--- config.mk ---
export PLATFORM = sky130hd
export DESIGN_NAME = skn_front
export DESIGN_NICKNAME = d
export VERILOG_FILES = /design/src/hw/rtl/skn_pkg.sv /design/src/hw/rtl/skn_front.sv
export SDC_FILE = /design/constraint.sdc
export NUM_CORES = 1
export LEC_CHECK = 0
export ABC_AREA = 1
export CORE_MARGIN = 2
export CORE_UTILIZATION = 56
export CTS_CLUSTER_DIAMETER = 40
export DETAILED_ROUTE_END_ITERATION = 10
export DONT_BUFFER_PORTS = 1
export PLACE_DENSITY_LB_ADDON = 0.3
export SYNTH_ARGS = -nofsm -noshare
export SYNTH_HDL_FRONTEND = slang
export SYNTH_SLANG_ARGS = --single-unit
export TNS_END_PERCENT = 20
--- constraint.sdc ---
create_clock -name clk_i -period 3.8 [get_ports clk_i]
set_input_delay 0.38 -clock clk_i [delete_from_list [all_inputs] [get_ports clk_i]]
set_output_delay 0.38 -clock clk_i [all_outputs]
set_load 0.01 [all_outputs]
--- src/hw/rtl/skn_pkg.sv ---
`default_nettype none
package skn_pkg;
  localparam logic [63:0] KsParity = 64'h1BD11BDAA9FC1A22;
  localparam logic [63:0] CfgWord0 = 64'h0000000133414853;
  localparam logic [5:0]  TypeCfg  = 6'd4;
  localparam logic [5:0]  TypeMsg  = 6'd48;
  localparam logic [5:0]  TypeOut  = 6'd63;
  localparam int unsigned Rounds   = 72;

  // Queue entry from front to back.
  typedef struct packed {
    logic [63:0] word;
    logic [3:0]  nbytes;
    logic        last;
  } skn_req_t;

  typedef enum logic [2:0] {
    ST_IDLE, ST_CFG, ST_BYTE, ST_FIN, ST_OUT, ST_EMIT, ST_RUN
  } skn_state_e;

  function automatic logic [5:0] rot_amt(input logic [2:0] r, input logic [1:0] i);
    logic [5:0] t [8][4];
    t[0] = '{6'd46, 6'd36, 6'd19, 6'd37};
    t[1] = '{6'd33, 6'd27, 6'd14, 6'd42};
    t[2] = '{6'd17, 6'd49, 6'd36, 6'd39};
    t[3] = '{6'd44, 6'd9,  6'd54, 6'd56};
    t[4] = '{6'd39, 6'd30, 6'd34, 6'd24};
    t[5] = '{6'd13, 6'd50, 6'd10, 6'd17};
    t[6] = '{6'd25, 6'd29, 6'd39, 6'd43};
    t[7] = '{6'd8,  6'd35, 6'd56, 6'd22};
    return t[r][i];
  endfunction

  function automatic logic [63:0] rotl(input logic [63:0] x, input logic [5:0] n);
    return (x << n) | (x >> (7'd64 - {1'b0, n}));
  endfunction
endpackage
`default_nettype wire

--- src/hw/rtl/skn_front.sv ---
`default_nettype none
// Input side: two-entry request queue, clamps byte counts.
module skn_front (
  input  wire logic          clk_i,
  input  wire logic          rst_ni,
  input  wire logic          push,
  output logic               full,
  input  wire logic [63:0]   msg_word_i,
  input  wire logic [3:0]    word_bytes_i,
  input  wire logic          msg_last_i,
  output logic               req_valid_o,
  output skn_pkg::skn_req_t  req_o,
  input  wire logic          req_take_i
);
  import skn_pkg::*;
  skn_req_t   mem_q [2];
  logic       wp_q, rp_q;
  logic [1:0] cnt_q;
  skn_req_t   in_req;
  logic       wr, rd;

  always_comb begin
    in_req.word   = msg_word_i;
    in_req.nbytes = (word_bytes_i > 4'd8) ? 4'd8 : word_bytes_i;
    in_req.last   = msg_last_i;
  end
  assign full        = cnt_q[1];
  assign wr          = push && !full;
  assign req_valid_o = cnt_q != 2'd0;
  assign rd          = req_take_i && req_valid_o;
  assign req_o       = mem_q[rp_q];

  always_ff @(posedge clk_i) begin
    if (wr) begin
      mem_q[wp_q] <= in_req;
    end
  end
  always_ff @(posedge clk_i or negedge rst_ni) begin
    if (!rst_ni) begin
      wp_q <= 1'b0; rp_q <= 1'b0; cnt_q <= 2'd0;
    end else begin
      if (wr) wp_q <= ~wp_q;
      if (rd) rp_q <= ~rp_q;
      cnt_q <= cnt_q + {1'b0, wr} - {1'b0, rd};
    end
  end
endmodule
`default_nettype wire

==> metrics, run 1 <==
Post-synth EDFFs 138; share of power burned in registers 43.1%; crit-path most repeated cell nand2_1; Via Count 3,047; Std-Cell Rows 35; most frequent cell after synthesis nand2_1; final hold violation count 0; cts bufs inserted 17; largest net degree at the start of global routing 71; vias in the first global route 3,231; drt pass-1 iters 4; CTS tree done; global route overflow 0; CP arrival 2040 ps; Post-Route WL 10.3 mm; slowest CP cell inv_4; non-filler instance count after layout 590; CTS sink cnt 142; Layout area overhead 26.2%; actual slew at the worst max-slew pin 1020 ps; Root Buffer clkbuf_8; CP Capture Type output pin; largest area contributor in the netlist edfxtp_1; antenna-violating nets left 0; Most used DFF post-synth edfxtp_1; CP cell instances inv_4 -> nand2_1 -> nand2_1; critical path startpoint category flop; CTS Buffer Depth 2; # setup viols final 0; status finished clean; Post-Syn Area per Cell 13.5 µm²; clk_lat worst skew 500 ps; clk slew on worst S/H paths 60 ps; power per cell area 777 nW/µm²; number of buffers added on ports 0; dpl cells 491; Setup CP Type reg2out; die width 101 µm; Vias/cell 5.16; Max H-tree Level 4; Int Pwr 3.51 mW; main area contributors after synthesis edfxtp_1 (78%), nand2_1 (15%), dfrtp_1 (1.9%); IR Drop Worst-Case VDD 655 µV; syn_nets 466; Slew Limit Fails 0; post-synthesis sequential area ratio 80.4%; Lkg Pwr 2.63 nW; routability cong. 0.737; Starting Density 57.4%; layout cell share with drive strength beyond 1 8.35%; Post-synth ARST share 2.82%; FMAX 0.414 GHz; net switching power 1.67 mW; Max Clock Skew 9.42 ps; HP Class in2reg; Mapped Area 5280 µm²; die span in y 101 µm; number of warnings issued by yosys 0; total negative slack 0 ps; Yosys top cell area share 78.5%; Post-route DRC 0; CTS resizes 0; NumNets Final 540; DP Area 5360 µm²; number of distinct library cells after synthesis 17; fin crit period 2420 ps; drt wl/cell 17.5 µm; clock power share 33.7%; worst-path maximum fanout 70; Comb pwr share 23.2%; first-pass GRT wire length 15.7 mm; Synth top cells by count nand2_1 (213), edfxtp_1 (138), buf_2 (6), inv_1 (6); flops & latches, synth 142; RSZ-0062 raised after global routing false; final worst-path cycle share 63.6%; CORE AREA 9200 µm²; I/O pin count 144; ant diodes 0; Post-Syn Instances 392; initial antenna violation count 0; pre-CTS WS 1560 ps; WP buf/inv 1; Setup Fix Bufs, Post-CTS 0; Net Sw Frac 32.2%; Detailed Place HPWL 5.70 mm; Total GRT Usage 20.9%; Fill cells 599; slew margin rel. 32.0%; post-route setup slack 1380 ps; CP top delay family buffers and inverters; final instance area 6660 µm²; Die ar. 10,200 µm²; worst path required time 3420 ps; initial detailed-routing violation count 163; Max-Cap Viols 0; CP peak stage delay 620 ps
## power groups by stage
stage,sequential (mW),combinational [mW],clock (mW)
floorplan,2.23,0.987,0
global placement,2.25,1.13,0
detailed placement,2.26,1.15,0
CTS,2.23,1.22,1.77
global route,2.26,1.35,1.84
finish,2.23,1.20,1.75
## kinds of logic (layout without fill, tap and decap cells)
kind of cell,after synthesis,in the layout,synth area share (%)
AND/OR/NAND/NOR,221,221,15.8
flip-flops,142,142,80.4
buffers and inverters,23,110,2.75
XOR/XNOR,3,3,0.498
AO/OA/AOI/OAI,2,2,0.308
adder cells (fa/ha/maj),1,1,0.237
## cell usage in the layout (no fill, tap or decap), types with 2 or more instances in the layout
master / netlist / layout
dfrtp_1: 4 / 3
inv_1: 6 / 6
nor2_4: 0 / 2
buf_4: 5 / 3
edfxtp_1: 138 / 138
nor2_1: 5 / 3
xor2_1: 3 / 3
nand2_1: 213 / 213
dlygate4sd3_1: 0 / 67
clkinv_2: 0 / 2
clkinvlp_4: 0 / 2
bufinv_16: 0 / 5
clkbuf_1: 1 / 2
clkbuf_16: 0 / 16
inv_6: 0 / 3
## what timing repair did
item / in CTS / in global routing
endpoints found under the hold margin: 136 / 0
setup endpoints to repair: 0 / 0
hold buffers: 67 / 0
## routing by layer
metal / vias up / GRT usage (%) / routed length (µm)
met2: 95 / 38.2 / 5710
met4: 0 / 8.11 / 159
li1: 1469 / - / -
met1: 1470 / 22.7 / 3870
met3: 13 / 6.45 / 580
met5: - / 0 / 0
## stage by stage
| stage | total power, mW | hold slack, ps | util [%] |
|---|---|---|---|
| 6_report | 5.18 | 62.8 | 72.5 |
| 4_1_cts | 5.22 | 42.4 | 72.5 |
| 3_3_place_gp | 3.37 | 84.5 | 58.3 |
| 2_1_floorplan | 3.21 | 84.4 | - |
| 5_1_grt | 5.46 | 51.8 | 72.5 |
| 3_5_place_dp | 3.41 | 84.5 | 58.3 |
## flip-flops by register name (all words and copies together), names as in the netlist
name,flops
cnt_q,2
mem_q,138
rp_q,1
wp_q,1
## path summary, 6_finish.rpt
| path | startpoint | endpoint | slack, ps | depth (start not counted) |
|---|---|---|---|---|
| max reg2reg | cnt_q[1]$_DFF_PN0_ | mem_q[0][18]$_DFFE_PP_ | 1560 | 4 |
| max in group asynchronous | rst_ni | rp_q$_DFFE_PN0P_ | 3470 | 1 |
| min | req_take_i | rp_q$_DFFE_PN0P_ | 60 | 2 |
| max | rp_q$_DFFE_PN0P_ | req_o[43] | 1380 | 3 |
| min in group asynchronous | rst_ni | cnt_q[1]$_DFF_PN0_ | 140 | 1 |
| min reg2reg | cnt_q[0]$_DFF_PN0_ | cnt_q[0]$_DFF_PN0_ | 590 | 1 |
## cell type report
type	count	area (µm²)	share of cell area (%)
inverters	7	28.8	0.432
well taps	111	139	2.08
clock buffers	19	422	6.33
multi-input cells	227	906	13.6
repair buffers	71	713	10.7
flip-flops and latches	142	4250	63.7
clock inverters	13	210	3.15
Power figures use the tool's default switching activity.
==> run 2: changes to the inputs <==
--- a/config.mk
+++ b/config.mk
@@ -5,7 +5,7 @@
 export SDC_FILE = /design/constraint.sdc
 export NUM_CORES = 1
 export LEC_CHECK = 0
-export ABC_AREA = 1
+export ABC_AREA = 0
 export CORE_MARGIN = 2
 export CORE_UTILIZATION = 56
 export CTS_CLUSTER_DIAMETER = 40
==> constraint.sdc (replaced) <==
create_clock -name clk_i -period 2.2 [get_ports clk_i]
set_input_delay 0.22 -clock clk_i [delete_from_list [all_inputs] [get_ports clk_i]]
set_output_delay 0.22 -clock clk_i [all_outputs]
set_load 0.01 [all_outputs]
==> run 2 against run 1 <==
Against the previous run:
- first-iteration DRC count is 44% lower
- non-clock buffer count grew 8
- clock skew about the same
- clock power rose by 74%
- via count is 20% lower
- critical endpoint is now req_o[55]
- highest routed layer unchanged
==> metrics, run 2 <==
actual slew at the worst max-slew pin 375 ps (-643 ps); RSZ-0062 raised after global routing false; fin util 72.8% (+0.38 points); largest net degree at the start of global routing 55 (-23%); Root Buffer clkbuf_8; global route overflow 0 (unchanged); number of distinct library cells after synthesis 17 (unchanged); Setup Fix Bufs, Post-CTS 0 (unchanged); fin crit period 1990 ps; Total GRT Usage 17.6% (-3.3 points); dpl cells 370 (-25%); final worst-path cycle share 90.3%; Post-Route WL 9.13 mm (-11%); number of warnings issued by yosys 0 (unchanged); Setup CP Type reg2out; routability cong. 0.659 (-11%); slowest CP cell dfrtp_4; Post-Syn Instances 240 (-39%); worst-path maximum fanout 31 (-56%); ant diodes 0 (unchanged); Max Clock Skew 9.58 ps (+0.169 ps); largest registers mem_q (138), cnt_q (2); Mapped Area 5560 µm² (+5.3%); Vias/cell 5.12 (-0.78%); r2r setup slk 550 ps (-1010 ps); Std-Cell Rows 36 (+2.9%); Post-synth ARST share 2.82% (unchanged); Int Pwr 6.90 mW (+96%); clk slew on worst S/H paths 60 ps (about the same); final instance area 7050 µm² (+5.9%); HP Class in2reg; vias in the first global route 2,658 (-18%); CP peak stage delay 580 ps (-40 ps); net switching power 2.45 mW (+47%); CP top delay family flip-flops; Max-Cap Viols 0 (unchanged); # setup viols final 0 (unchanged); largest register by flop count mem_q; Synth top cells by count edfxtp_1 (138), mux2_4 (69), buf_12 (7), nor2b_1 (5), dfrtp_1 (4); most frequent cell after synthesis edfxtp_1; Comb pwr share 26.3% (+3.1 points); Post-route DRC 0 (unchanged); share of power burned in registers 41.1% (-2.0 points); DP Area 5680 µm² (+6.0%); main area contributors after synthesis edfxtp_1 (75%), mux2_4 (19%), buf_12 (2.5%); Max H-tree Level 4 (unchanged); Die ar. 10,700 µm² (+5.0%); flops & latches, synth 142 (unchanged); Detailed Place HPWL 5.44 mm (-4.5%); CP arrival 1770 ps (-270 ps); CTS sink cnt 142 (unchanged); Lkg Pwr 2.60 nW (-0.85%); pre-CTS WS 562 ps (-993 ps); status finished clean; Post-Syn Area per Cell 23.2 µm² (+72%); largest area contributor in the netlist edfxtp_1; most frequent cells in the layout edfxtp_1 (138), dlygate4sd3_1 (73), mux2_4 (69), clkbuf_16 (16), bufinv_16 (6); NumNets Final 403 (-25%); initial detailed-routing violation count 91 (-44%); die width 104 µm (+2.5%); cts bufs inserted 17 (unchanged); Yosys top cell area share 74.6% (-3.9 points); FMAX 0.504 GHz; power per cell area 1330 nW/µm² (+70%); critical path startpoint category flop; CTS tree done; Most used DFF post-synth edfxtp_1; Post-synth EDFFs 138 (unchanged); clock power share 32.5% (-1.2 points); drt pass-1 iters 6 (+2); I/O pin count 144 (unchanged); layout cell share with drive strength beyond 1 31.0% (+23 points); post-synthesis sequential area ratio 76.4% (-4.0 points); IR Drop Worst-Case VDD 796 µV (+21%); worst path required time 1980 ps (-1440 ps); antenna-violating nets left 0 (unchanged); total power draw 9.35 mW (+80%); CTS Buffer Depth 2 (unchanged); commonest non-fill, non-tap cell in the layout edfxtp_1; CORE AREA 9680 µm² (+5.3%); Starting Density 57.4% (about the same); syn_nets 314 (-33%); CP cell instances buf_12 -> mux2_4; max FFs per register 138 (unchanged); slew margin rel. 75.0% (+43 points); Via Count 2,434 (-20%); final hold violation count 0 (unchanged); first-pass GRT wire length 13.9 mm (-11%); post-route setup slack 214 ps (-1170 ps); drt wl/cell 19.2 µm (+10%); initial antenna violation count 0 (unchanged); non-filler instance count after layout 475 (-19%); Layout area overhead 26.9%; Net Sw Frac 26.2% (-6.0 points); Slew Limit Fails 0 (unchanged); die span in y 104 µm (+2.5%); CP Capture Type output pin; WP buf/inv 1 (unchanged); clk_lat worst skew 510 ps (about the same); number of buffers added on ports 0 (unchanged)
[run 2: per-stage QoR]
stage	hold WS [ps]	TNS (ps)
after global placement	-75.4	0
after detailed placement	-75.4	0
final	60.6	0
after floorplan	-75.6	-95410
after CTS	32.3	0
after global routing	65.7	0
[run 2: layout make-up]
| cell class | instances | area, µm² |
|---|---|---|
| fillers | 557 | 2630 |
| flip-flops and latches | 142 | 4250 |
| inverters | 1 | 3.75 |
| repair buffers | 79 | 826 |
| multi-input cells | 88 | 1170 |
| clock inverters | 13 | 219 |
| clock buffers | 19 | 422 |
| well taps | 133 | 166 |
[run 2: kinds of logic after synthesis]
family,synth area share [%]
AO/OA/AOI/OAI,0.270
buffers and inverters,2.86
flip-flops,76.4
XOR/XNOR,0.473
multiplexers,18.6
AND/OR/NAND/NOR,1.17
adder cells (fa/ha/maj),0.225
[run 2: layer usage]
metal | up-vias | part of all wire, % | GRT usage, %
li1 | 1125 | - | -
met1 | 1220 | 37 | 18.3
met2 | 81 | 57 | 32.0
met3 | 8 | 5.0 | 5.92
met4 | 0 | 1.4 | 7.92
met5 | - | 0 | 0
[run 2: path summary, 6_finish.rpt]
check	from	end	cells after the start
setup / recovery	rp_q$_DFFE_PN0P_	req_o[55]	2
hold / removal	push	wp_q$_DFFE_PN0P_	2
max in group asynchronous	rst_ni	rp_q$_DFFE_PN0P_	2
setup reg to reg	cnt_q[1]$_DFF_PN0_	mem_q[0][35]$_DFFE_PP_	3
min in group asynchronous	rst_ni	cnt_q[0]$_DFF_PN0_	2
hold reg to reg	cnt_q[0]$_DFF_PN0_	cnt_q[0]$_DFF_PN0_	1
[run 2: timing repair]
item | 4_1_cts | 5_1_grt
endpoints found under the setup margin | 0 | 0
gates resized for setup | 0 | 0
hold buffers | 73 | 0
hold endpoints to repair | 145 | 0
[run 2: power by group through the flow]
stage / Combinational (mW) / Clock (mW) / Sequential, mW
2_1_floorplan: 2.23 / 0 / 3.81
3_3_place_gp: 2.35 / 0 / 3.86
3_5_place_dp: 2.37 / 0 / 3.90
4_1_cts: 2.49 / 3.11 / 3.85
5_1_grt: 2.58 / 3.23 / 3.90
6_report: 2.46 / 3.04 / 3.84
==> run 3: changes to the inputs <==
--- a/config.mk
+++ b/config.mk
@@ -5,7 +5,7 @@
 export SDC_FILE = /design/constraint.sdc
 export NUM_CORES = 1
 export LEC_CHECK = 0
-export ABC_AREA = 0
+export ABC_AREA = 1
 export CORE_MARGIN = 2
 export CORE_UTILIZATION = 56
 export CTS_CLUSTER_DIAMETER = 40
==> run 3 against run 2 <==
Against the previous run:
- power down 5.2%
- utilization up 0.34 points
- critical path type unchanged
- clock skew down 1.6 ps
- final cell count up 25%
- first-iteration DRC count up 98%
==> metrics, run 3 (synthesized netlist as in run 1, its figures left out) <==
hold_ws 53.1 ps (-7.46 ps); WP buf/inv 1 (unchanged); die span in y 101 µm (-2.4%); die width 101 µm (-2.4%); power per cell area 1320 nW/µm² (-0.67%); CTS tree done; Post-route DRC 0 (unchanged); # setup viols final 0 (unchanged); global route overflow 0 (unchanged); Fill cells 594 (+6.6%); CTS sink cnt 142 (unchanged); Via Count 3,089 (+27%); Critical Path Source rp_q$_DFFE_PN0P_; initial detailed-routing violation count 180 (+98%); critical path startpoint category flop; Max-Cap Viols 0 (unchanged); fin util 73.2% (+0.34 points); drt pass-1 iters 4 (-2); NumNets Final 547 (+36%); final worst-path cycle share 92.7% (+2.5 points); commonest non-fill, non-tap cell in the layout nand2_1; clk_lat worst skew 490 ps (-20 ps); vias in the first global route 3,007 (+13%); antenna-violating nets left 0 (unchanged); clock power share 32.4% (about the same); hold_sp word_bytes_i[2]; HP Class in2reg; CP Capture Type output pin; dpl cells 492 (+33%); largest registers mem_q (138), cnt_q (2); Setup CP Type reg2out; slew margin rel. 49.1% (-26 points); IR Drop Worst-Case VDD 1000 µV (+26%); total negative slack 0 ps (unchanged); Post-Route WL 9.65 mm (+5.6%); Die ar. 10,200 µm² (-4.8%); largest net degree at the start of global routing 70 (+27%); Max Clock Skew 7.98 ps (-1.60 ps); CTS Buffer Depth 2 (unchanged); RSZ-0062 raised after global routing false; status finished clean; routability cong. 0.695 (+5.4%); Starting Density 57.4% (about the same); Setup Fix Bufs, Post-CTS 0 (unchanged); slowest CP cell buf_4; Comb pwr share 24.9% (-1.4 points); first-pass GRT wire length 14.5 mm (+4.5%); number of buffers added on ports 0 (unchanged); drt wl/cell 16.2 µm (-16%); Detailed Place HPWL 5.40 mm (-0.87%); largest register by flop count mem_q; CP arrival 1820 ps (+50 ps); most frequent cells in the layout nand2_1 (213), edfxtp_1 (138), dlygate4sd3_1 (73), clkbuf_16 (16), inv_1 (6); total power draw 8.86 mW (-5.2%); cts bufs inserted 17 (unchanged); Total GRT Usage 19.3% (+1.7 points); layout cell share with drive strength beyond 1 8.25% (-23 points); Root Buffer clkbuf_8; worst path required time 1980 ps (about the same); I/O pin count 144 (unchanged); CP cell instances buf_4 -> nand2_1 -> nand2_1; CORE AREA 9200 µm² (-5.0%); actual slew at the worst max-slew pin 763 ps (+388 ps); share of power burned in registers 42.6% (+1.5 points); net switching power 2.86 mW (+17%); Int Pwr 6.00 mW (-13%); worst-path maximum fanout 69 (+120%); Net Sw Frac 32.3% (+6.0 points); Lkg Pwr 2.65 nW (+1.8%); non-filler instance count after layout 596 (+25%); clk slew on worst S/H paths 60 ps (about the same); final hold violation count 0 (unchanged); Std-Cell Rows 35 (-2.8%); r2r setup slk 580 ps (+30 ps); CP top delay family buffers and inverters; crit-path most repeated cell nand2_1; initial antenna violation count 0 (unchanged); ant diodes 0 (unchanged); Max H-tree Level 4 (unchanged); Layout area overhead 27.5%; FMAX 0.490 GHz (-2.7%); Vias/cell 5.18 (+1.1%); RR Startpoint cnt_q[1]$_DFF_PN0_; max FFs per register 138 (unchanged); fin crit period 2040 ps (+54.6 ps); CP peak stage delay 600 ps (+20 ps); Slew Limit Fails 0 (unchanged)
run 3: cell count changes in the layout (fill, tap and decap cells not counted), moves of 3 or more:
cell,before,now
xor2_1,0,3
xnor2_1,3,0
nor2b_1,5,0
inv_6,0,3
inv_1,1,6
nand2_1,1,213
mux2_4,69,0
run 3: worst paths after layout:
path | end | cells past startpoint
worst max-delay path | req_o[10] | 3
worst min-delay path | mem_q[1][2]$_DFFE_PP_ | 3
worst max register to register | mem_q[0][66]$_DFFE_PP_ | 4
worst min register to register | cnt_q[0]$_DFF_PN0_ | 1
max in group asynchronous | rp_q$_DFFE_PN0P_ | 2
min in group asynchronous | cnt_q[0]$_DFF_PN0_ | 2
run 3: worst reg2reg max path, stage by stage, from the launching register on:
cell     delay, ps
dfrtp_1        460
inv_1          110
nand2_1        180
nor2_4         150
buf_12         340
run 3: cell type report:
type / count / area [µm²] / share of cell area [%]
clock buffers: 18 / 418 / 6.21
flip-flops and latches: 142 / 4250 / 63.1
repair buffers: 78 / 806 / 12.0
inverters: 7 / 28.8 / 0.428
clock inverters: 13 / 188 / 2.79
well taps: 111 / 139 / 2.06
multi-input cells: 227 / 906 / 13.5
run 3: layer usage:
metal / global-route usage, % / part of all wire (%) / up-vias / wire (µm)
met2: 32.3 / 52 / 111 / 4980
li1: - / - / 1483 / -
met5: 0 / 0 / - / 0
met4: 6.86 / 1.1 / 0 / 105
met3: 8.39 / 7.4 / 8 / 714
met1: 22.2 / 40 / 1487 / 3850
run 3: per-stage QoR:
stage,instance area [µm²],setup slack (ps)
6_report,6730,160
5_1_grt,6730,28.7
4_1_cts,6730,156
3_5_place_dp,5390,589
3_3_place_gp,5390,625
2_1_floorplan,5290,-684
run 3: what timing repair did:
item                                   CTS  global route
gates resized for setup                  0             0
hold buffers                            73             0
endpoints found under the hold margin  144             0
run 3: power groups by stage:
stage	combinational, mW	clock (mW)	sequential, mW
3_5_place_dp	2.10	0	3.83
6_report	2.21	2.87	3.78
3_3_place_gp	2.06	0	3.81
5_1_grt	2.46	3.02	3.82
4_1_cts	2.23	2.92	3.78
2_1_floorplan	1.71	0	3.82
